## config.mk

```make
export PLATFORM = sky130hd
export DESIGN_NAME = wildcard_glob_matcher_top_flat
export DESIGN_NICKNAME = d
export VERILOG_FILES = /design/src/sv/wgm_pkg.sv /design/src/sv/wgm_if.sv /design/src/sv/wgm_cell.sv /design/src/sv/wildcard_glob_matcher_top.sv /design/src/flat_wrapper.sv
export SDC_FILE = /design/constraint.sdc
export NUM_CORES = 1
export LEC_CHECK = 0
export ABC_CLOCK_PERIOD_IN_PS = 4950
export BUFFER_PORTS_ARGS = -buffer_cell sky130_fd_sc_hd__buf_2
export CAP_MARGIN = 10
export CELL_PAD_IN_SITES_DETAIL_PLACEMENT = 1
export CELL_PAD_IN_SITES_GLOBAL_PLACEMENT = 1
export CORE_UTILIZATION = 25
export DETAILED_ROUTE_END_ITERATION = 10
export GPL_ROUTABILITY_DRIVEN = 0
export PLACE_DENSITY_LB_ADDON = 0.05
export REMOVE_ABC_BUFFERS = 1
export SYNTH_ARGS = -nofsm -noshare
export SYNTH_HDL_FRONTEND = slang
export SYNTH_SLANG_ARGS = --single-unit
```

## constraint.sdc

```tcl
create_clock -name clk -period 4.95 [get_ports clk]
set_input_delay 0.495 -clock clk [delete_from_list [all_inputs] [get_ports clk]]
set_output_delay 0.495 -clock clk [all_outputs]
set_load 0.005 [all_outputs]
```

## src/sv/wgm_pkg.sv

```systemverilog
package wgm_pkg;

    localparam int LEN_W     = 5;
    localparam int CFG_IDX_W = 2;
    localparam int BYTE_W    = 8;
    localparam int WORD_W    = 64;

    localparam logic [BYTE_W-1:0] STAR_CHAR = 8'h2A;
    localparam logic [BYTE_W-1:0] ANY_CHAR  = 8'h3F;

    typedef enum logic [CFG_IDX_W-1:0] {
        REG_PATTERN_LENGTH = 2'd0,
        REG_PATTERN_LOW    = 2'd1,
        REG_PATTERN_HIGH   = 2'd2
    } cfg_reg_t;

    // Per-position control into one cell
    typedef struct packed {
        logic live;      // position live before star closure
        logic in_range;  // position <= used length
        logic in_use;    // position <  used length (has a pattern char)
    } cell_ctl_t;

    // Per-position result out of one cell
    typedef struct packed {
        logic hold;  // closed position sits on a star: stays live, closes into next
        logic step;  // closed position consumes the byte: next position goes live
    } cell_out_t;

endpackage

```

## src/sv/wgm_if.sv

```systemverilog
interface wgm_text_if;
    import wgm_pkg::*;
    logic              valid;
    logic              ready;
    logic [BYTE_W-1:0] text_byte;
    logic              has_byte;
    logic              end_of_text;

    modport source (output valid, output text_byte, output has_byte, output end_of_text,
                    input ready);
    modport sink   (input valid, input text_byte, input has_byte, input end_of_text,
                    output ready);
endinterface

interface wgm_result_if;
    logic valid;
    logic ready;
    logic matches_res;
    logic final_res;

    modport source (output valid, output matches_res, output final_res, input ready);
    modport sink   (input valid, input matches_res, input final_res, output ready);
endinterface

interface wgm_cfg_if;
    import wgm_pkg::*;
    logic                 valid;
    logic                 ready;
    logic [CFG_IDX_W-1:0] index;
    logic [WORD_W-1:0]    data;

    modport source (output valid, output index, output data, input ready);
    modport sink   (input valid, input index, input data, output ready);
endinterface

```

## src/sv/wgm_cell.sv

```systemverilog
module wgm_cell (
    input  wgm_pkg::cell_ctl_t         ctl,
    input  logic [wgm_pkg::BYTE_W-1:0] pat_char,
    input  logic [wgm_pkg::BYTE_W-1:0] text_byte,
    input  logic                       carry_in,
    output wgm_pkg::cell_out_t         res
);
    import wgm_pkg::*;

    logic closed;
    logic is_star;
    logic hit;

    assign closed  = (ctl.live & ctl.in_range) | carry_in;
    assign is_star = (pat_char == STAR_CHAR);
    assign hit     = (pat_char == ANY_CHAR) || (pat_char == text_byte);

    assign res.hold = closed & ctl.in_use & is_star;
    assign res.step = closed & ctl.in_use & ~is_star & hit;

endmodule

```

## src/sv/wildcard_glob_matcher_top.sv

```systemverilog
// Wildcard glob matcher: '*' matches any run of bytes, '?' matches one byte,
// any other pattern byte matches itself.
//
// Channels:
//   cfg    - register writes (index 0: pattern length, 1: pattern bytes 0..7,
//            2: pattern bytes 8..15). Always ready; write only while idle.
//   text   - one text word per cycle while ready is high: text_byte, has_byte, end_of_text.
//   result - one word per text word: matches_res tells whether the text so
//            far matches the whole pattern, final_res echoes end_of_text.
//
// Throughput is one word per cycle unless the receiver stalls. Each result word
// is registered and shows in the cycle after its text word is taken. A row of
// PATTERN_MAX cells works on the live pattern positions; each cell closes stars
// into its right neighbor and advances its position on the byte, all in the
// accepting cycle. The result register recloses the new vector on the output
// side. A word with end_of_text restarts the matcher for the next text.
//
// When the receiver stalls, the result word holds and text is still taken if
// the pending result leaves this cycle. Reset clears all registers, leaves
// only the pattern start position live and drops any pending result.
module wildcard_glob_matcher_top #(
    parameter int PATTERN_MAX = 16
) (
    input logic          clk,
    input logic          rst_n,
    wgm_cfg_if.sink      cfg,
    wgm_text_if.sink     text,
    wgm_result_if.source result
);
    import wgm_pkg::*;

    localparam int VEC_W = PATTERN_MAX + 1;

    logic [LEN_W-1:0]  len_reg;
    logic [WORD_W-1:0] pat_low_reg;
    logic [WORD_W-1:0] pat_high_reg;
    logic [VEC_W-1:0]  live_reg;
    logic [VEC_W-1:0]  live_next;
    logic [VEC_W-1:0]  res_vec_reg;
    logic              res_last_reg;
    logic              res_valid_reg;

    logic [LEN_W-1:0]        len_used;
    logic [2*WORD_W-1:0]     pat_all;
    logic                    text_acc;
    logic [PATTERN_MAX-1:0]  carry;
    cell_out_t               cres [PATTERN_MAX];
    logic [VEC_W-1:0]        adv;
    logic [VEC_W-1:0]        oc;
    logic [VEC_W-1:0]        pick;

    assign len_used = (len_reg > LEN_W'(PATTERN_MAX)) ? LEN_W'(PATTERN_MAX) : len_reg;
    assign pat_all  = {pat_high_reg, pat_low_reg};

    assign cfg.ready  = 1'b1;
    assign text.ready = ~res_valid_reg | result.ready;
    assign text_acc   = text.valid & text.ready;

    always_ff @(posedge clk or negedge rst_n)
    begin
        if (!rst_n)
        begin
            len_reg      <= '0;
            pat_low_reg  <= '0;
            pat_high_reg <= '0;
        end
        else if (cfg.valid)
        begin
            case (cfg_reg_t'(cfg.index))
                REG_PATTERN_LENGTH: len_reg      <= cfg.data[LEN_W-1:0];
                REG_PATTERN_LOW:    pat_low_reg  <= cfg.data;
                REG_PATTERN_HIGH:   pat_high_reg <= cfg.data;
                default:            ;
            endcase
        end
    end

    // Row of cells: star closure ripples left to right through carry
    assign carry[0] = 1'b0;

    genvar i;
    generate
        for (i = 0; i < PATTERN_MAX; i++)
        begin : g_cell
            cell_ctl_t ctl;
            assign ctl.live     = live_reg[i];
            assign ctl.in_range = (LEN_W'(i) <= len_used);
            assign ctl.in_use   = (LEN_W'(i) < len_used);

            wgm_cell u_cell (
                .ctl       (ctl),
                .pat_char  (pat_all[BYTE_W*i +: BYTE_W]),
                .text_byte (text.text_byte),
                .carry_in  (carry[i]),
                .res       (cres[i])
            );

            if (i < PATTERN_MAX - 1)
            begin : g_carry
                assign carry[i+1] = cres[i].hold;
            end

            if (i == 0)
            begin : g_first
                assign adv[i] = cres[i].hold;
            end
            else
            begin : g_rest
                assign adv[i] = cres[i].hold | cres[i-1].step;
            end
        end
    endgenerate

    assign adv[PATTERN_MAX] = cres[PATTERN_MAX-1].step;

    always_comb
    begin
        live_next = live_reg;
        if (text_acc)
        begin
            if (text.end_of_text)
                live_next = VEC_W'(1);
            else if (text.has_byte)
                live_next = adv;
        end
    end

    always_ff @(posedge clk or negedge rst_n)
    begin
        if (!rst_n)
        begin
            live_reg      <= VEC_W'(1);
            res_valid_reg <= 1'b0;
        end
        else
        begin
            live_reg <= live_next;
            if (text_acc)
                res_valid_reg <= 1'b1;
            else if (result.ready)
                res_valid_reg <= 1'b0;
        end
    end

    // Result payload: vector after this word's byte, before end-of-text restart
    always_ff @(posedge clk or negedge rst_n)
    begin
        if (!rst_n)
        begin
            res_vec_reg  <= '0;
            res_last_reg <= 1'b0;
        end
        else if (text_acc)
        begin
            res_vec_reg  <= text.has_byte ? adv : live_reg;
            res_last_reg <= text.end_of_text;
        end
    end

    // Output-side star closure; user must keep pattern stable while a result is pending; not enforced
    generate
        for (i = 0; i < VEC_W; i++)
        begin : g_close
            if (i == 0)
            begin : g_first
                assign oc[i] = res_vec_reg[i];
            end
            else
            begin : g_rest
                assign oc[i] = (res_vec_reg[i] & (LEN_W'(i) <= len_used))
                             | (oc[i-1] & (LEN_W'(i-1) < len_used)
                                & (pat_all[BYTE_W*(i-1) +: BYTE_W] == STAR_CHAR));
            end
            assign pick[i] = oc[i] & (len_used == LEN_W'(i));
        end
    endgenerate

    assign result.valid       = res_valid_reg;
    assign result.matches_res = |pick;
    assign result.final_res   = res_last_reg;

    a_restart: assert property (@(posedge clk) disable iff (!rst_n)
        text_acc && text.end_of_text |=> live_reg == VEC_W'(1))
        else $error("matcher not restarted after end of text");

    a_result_follows: assert property (@(posedge clk) disable iff (!rst_n)
        text_acc |=> res_valid_reg)
        else $error("accepted word produced no result");

    a_empty_word_keeps: assert property (@(posedge clk) disable iff (!rst_n)
        text_acc && !text.has_byte && !text.end_of_text |=> $stable(live_reg))
        else $error("word without byte changed live positions");

    a_stall_holds: assert property (@(posedge clk) disable iff (!rst_n)
        res_valid_reg && !result.ready |=> $stable(res_vec_reg) && $stable(res_last_reg))
        else $error("pending result changed while stalled");

    a_no_overrun: assert property (@(posedge clk) disable iff (!rst_n)
        res_valid_reg && !result.ready |-> !text_acc)
        else $error("word taken while result register full");

endmodule

```

## src/flat_wrapper.sv

```systemverilog
// flat-port wrapper written by rule: the top's interface ports become plain ports
module wildcard_glob_matcher_top_flat import wgm_pkg::*;
#(
    parameter int PATTERN_MAX = 16
)
  (clk, rst_n, cfg_valid, cfg_index, cfg_data, cfg_ready, text_valid, text_text_byte, text_has_byte, text_end_of_text, text_ready, result_valid, result_matches_res, result_final_res, result_ready);
  wgm_cfg_if cfg_i ();
  wgm_text_if text_i ();
  wgm_result_if result_i ();
  input logic clk;
  input logic rst_n;
  input wire logic [$bits(cfg_i.valid)-1:0] cfg_valid;
  input wire logic [$bits(cfg_i.index)-1:0] cfg_index;
  input wire logic [$bits(cfg_i.data)-1:0] cfg_data;
  output wire logic [$bits(cfg_i.ready)-1:0] cfg_ready;
  input wire logic [$bits(text_i.valid)-1:0] text_valid;
  input wire logic [$bits(text_i.text_byte)-1:0] text_text_byte;
  input wire logic [$bits(text_i.has_byte)-1:0] text_has_byte;
  input wire logic [$bits(text_i.end_of_text)-1:0] text_end_of_text;
  output wire logic [$bits(text_i.ready)-1:0] text_ready;
  output wire logic [$bits(result_i.valid)-1:0] result_valid;
  output wire logic [$bits(result_i.matches_res)-1:0] result_matches_res;
  output wire logic [$bits(result_i.final_res)-1:0] result_final_res;
  input wire logic [$bits(result_i.ready)-1:0] result_ready;
  assign cfg_i.valid = cfg_valid;
  assign cfg_i.index = cfg_index;
  assign cfg_i.data = cfg_data;
  assign cfg_ready = cfg_i.ready;
  assign text_i.valid = text_valid;
  assign text_i.text_byte = text_text_byte;
  assign text_i.has_byte = text_has_byte;
  assign text_i.end_of_text = text_end_of_text;
  assign text_ready = text_i.ready;
  assign result_valid = result_i.valid;
  assign result_matches_res = result_i.matches_res;
  assign result_final_res = result_i.final_res;
  assign result_i.ready = result_ready;
  wildcard_glob_matcher_top #(.PATTERN_MAX(PATTERN_MAX)) u_core (.clk(clk), .rst_n(rst_n), .cfg(cfg_i), .text(text_i), .result(result_i));
endmodule
```

==> key figures <==
STA
  – Period minus WS final: 4.20 ns
  – Slew margin rel.: 0.223
  – Final hold violation count: 0
  – Fin crit share: 0.848
  – Slew @ Worst Pin: 1.16 ns
  – Setup TNS: 0 ns
  – Final Max Tran Viols: 0
  – Fmax: 238 MHz
  – RSZ-0062 raised after global routing: false
  – Final Skew: 0.0124 ns
  – Final setup fails: 0
  – Final WS setup: 0.752 ns

Worst setup path
  – Crit path arrival time: 3.70 ns
  – Crit path max-delay cell type: a211oi_1
  – Critical-path cell list: a211oi_1 -> nor2b_1 -> a211o_1 -> a21oi_1 -> o21ba_2 -> o31ai_1 -> a2111oi_0 -> a211oi_1 -> o2111ai_1 -> buf_2
  – Type of destination of the critical path: output pin
  – Worst EP required: 4.45 ns
  – Delay-heaviest family, CP: compound AO/OA/AOI/OAI gates
  – R2R Path End: u_core.live_reg[15]
  – Crit path to: result_matches_res
  – Crit-path max FO: 23
  – CP Depth: 10
  – FF-to-FF path depth: 9
  – Startpoint types: register
  – Setup crit start: u_core.len_reg[1]
  – CP Buf/Inv Count: 1
  – Crit path top cell by count: a211oi_1
  – Setup CP Type: register to output pin
  – Worst r2r src: u_core.len_reg[1]
  – Flop-to-flop setup slack: 1.24 ns
  – CP max stage delay: 0.76 ns

Global route
  – Initial antenna violation count: 0
  – First-pass GRT wire length: 52900 um
  – Overflow after GRT: 0
  – Gr usage total: 0.183
  – Vias in the first global route: 8241
  – Largest net degree at the start of global routing: 96

Power
  – Sequential power share: 0.454
  – Sw Ratio: 0.320
  – Combinational power share: 0.201
  – Clock power frac: 0.345
  – Int Pwr: 0.00288 W
  – P_leak: 4.32 nW
  – Peak supply drop: 0.000203 V
  – PwrDens: 375 nW/um^2
  – Sw Pwr: 0.00135 W

Detailed routing
  – DRT antenna net count: 0
  – Drc violations: 0
  – Vias: 7670
  – WL/cell: 22.2 um
  – Via-per-instance ratio: 5.02
  – First-pass detailed-route iteration total: 4
  – Total Wirelength: 34000 um
  – DR iter-0 viols: 346

Final layout
  – # fillers: 4316
  – Ant. Diodes: 0
  – Layout cell share with drive strength beyond 1: 0.277
  – Layout area overhead: 16.5%
  – Final nets: 1086

Run
  – Max Cap Viol: 0

Worst hold path
  – Type of the worst min-delay path: primary input to async pin

Clock tree
  – Worst skew pair latency: 0.46 ns
  – Clk pin slew, worst setup/hold paths: 0.07 ns
  – Post-CTS setup buffers: 0
  – Num Clock Sinks: 169
  – Clock root buffer: clkbuf_16
  – Number of buffers created by CTS: 17
  – CTS Buffer Depth: 2
  – PostCTS Resize Cnt: 0
  – H-tree depth: 4
  – CTS tree: built
  – Hold Buf Count CTS: 0

Die
  – Die W: 199 um
  – Die area: 39500 um^2
  – Core ar.: 37800 um^2
  – IO Pins: 86
  – Initial cell density of the core: 0.256
  – Site Rows: 71
  – Die height: 199 um

Synthesis
  – Post-synth EDFFs: 0
  – Synthesized instance count: 939
  – Seq/Total Area, Yosys: 0.437
  – Yosys top cell area share: 0.434
  – Synth Cell Area: 9680 um^2
  – Mean Syn Cell Area: 10.3 um^2
  – FFs w/ async S/R, synth: 1.00
  – Ys flop type: dfrtp_1
  – Synth Register Bits: 169
  – Synth area leader: dfrtp_1
  – Ys Warns: 0
  – Synth area leaders: dfrtp_1, mux2_2, xnor2_1, nor2_1, nand2_1
  – Synth unique cells: 74

Placed design
  – HPWL after detailed placement: 23500 um
  – Dpl ws: 1.27 ns
  – Number of port buffers: 84

Run status
  – Run status: complete, no violations
metrics by stage:
stage	instance area, um^2	hold WS (ns)	cells	utilization	power, W
floorplan	9490	0.199	891	-	0.00244
global placement	10700	0.454	1497	0.281	0.00280
detailed placement	10700	0.456	1497	0.281	0.00281
CTS	11300	0.114	1529	0.298	0.00430
global route	11300	0.132	1529	0.298	0.00448
finish	11300	0.0685	1529	0.298	0.00423
area by class of cell:
class | count | area, um^2 | share of cell area
clock inverter | 12 | 164 | 0.0145
sequential | 169 | 4230 | 0.375
multi-input combinational | 710 | 5220 | 0.463
clock buffer | 20 | 457 | 0.0405
timing repair buffer | 95 | 522 | 0.0463
inverter | 12 | 45.0 | 0.00400
tap | 511 | 639 | 0.0567
kinds of logic after synthesis:
group,share of synthesized area
xor gates and xnor gates,0.116
DFF,0.437
AOI/OAI and AO/OA,0.118
and+or+nand+nor,0.148
other,0.000388
buffers and inverters,0.0238
muxes,0.157
cell usage after synthesis, types with 3 or more instances:
master       n
or4_1        8
or2_2        4
and3_1       5
o21ai_0     44
a211o_1      3
inv_1       11
nand3_1     15
dfrtp_1    168
a31oi_1     12
a22oi_1      4
a21o_1       6
o22ai_1      3
o31ai_1     11
clkbuf_1    45
a311oi_1     3
nand2b_1     6
nand2_1     65
o21bai_1     3
a22o_1       6
xnor2_1    112
nor3_1      19
xor2_1      16
nand3b_1     3
a211oi_1     7
a21oi_1     30
a2111oi_0    4
mux2_2     135
nor4_1      13
nor2_1      68
o21a_1       3
or3_1        9
o211ai_1     4
nand4_1     36
or3b_2       3
per-layer routing:
| metal | up-vias | wire [um] | track usage |
|---|---|---|---|
| li1 | 3549 | - | - |
| met1 | 3982 | 16800 | 0.258 |
| met2 | 112 | 15800 | 0.289 |
| met3 | 27 | 883 | 0.0231 |
| met4 | 0 | 532 | 0.0604 |
| met5 | - | 0 | 0 |
placed cells by master (no fill, tap or decap), types with 9 or more instances in the layout:
master	netlist	final
nor4_1	13	13
o31ai_1	11	11
nand4_1	36	36
inv_1	11	11
xor2_1	16	16
buf_4	1	10
buf_2	1	83
nor3_1	19	19
xnor2_1	112	112
a31oi_1	12	12
mux2_2	135	135
nor2_1	68	68
o21ai_0	44	44
dfrtp_1	168	168
a21oi_1	30	30
nand3_1	15	15
or3_1	9	9
nand2_1	65	65
clkbuf_16	0	17
worst register-to-register path, stage by stage (launching register included):
cell	delay, ns
dfrtp_1	0.69
or4_1	0.54
o32ai_1	0.51
nor4b_2	0.13
nor3b_1	0.28
o21ai_2	0.16
a2111oi_0	0.69
nor2_1	0.12
a311oi_1	0.39
nor2_1	0.09
power by group through the flow:
| stage | Clock [W] | Sequential, W | Combinational (W) |
|---|---|---|---|
| final | 0.00146 | 0.00192 | 0.000851 |
| after global placement | 0 | 0.00194 | 0.000857 |
| after global routing | 0.00156 | 0.00196 | 0.000950 |
| after CTS | 0.00151 | 0.00192 | 0.000869 |
| after detailed placement | 0 | 0.00195 | 0.000864 |
| after floorplan | 0 | 0.00184 | 0.000600 |
worst min path at each step:
stage	slack [ns]	cells after the start	from	to
2_1_floorplan	0.20	0	rst_n	u_core.len_reg[0]
4_1_cts	0.11	1	rst_n	u_core.pat_high_reg[19]
5_1_grt	0.13	1	rst_n	u_core.pat_high_reg[20]
6_report	0.07	1	rst_n	u_core.pat_high_reg[20]
3_3_place_gp	0.45	2	u_core.res_vec_reg[6]	u_core.res_vec_reg[6]
3_5_place_dp	0.46	2	u_core.res_vec_reg[6]	u_core.res_vec_reg[6]
Power figures use the tool's default switching activity.
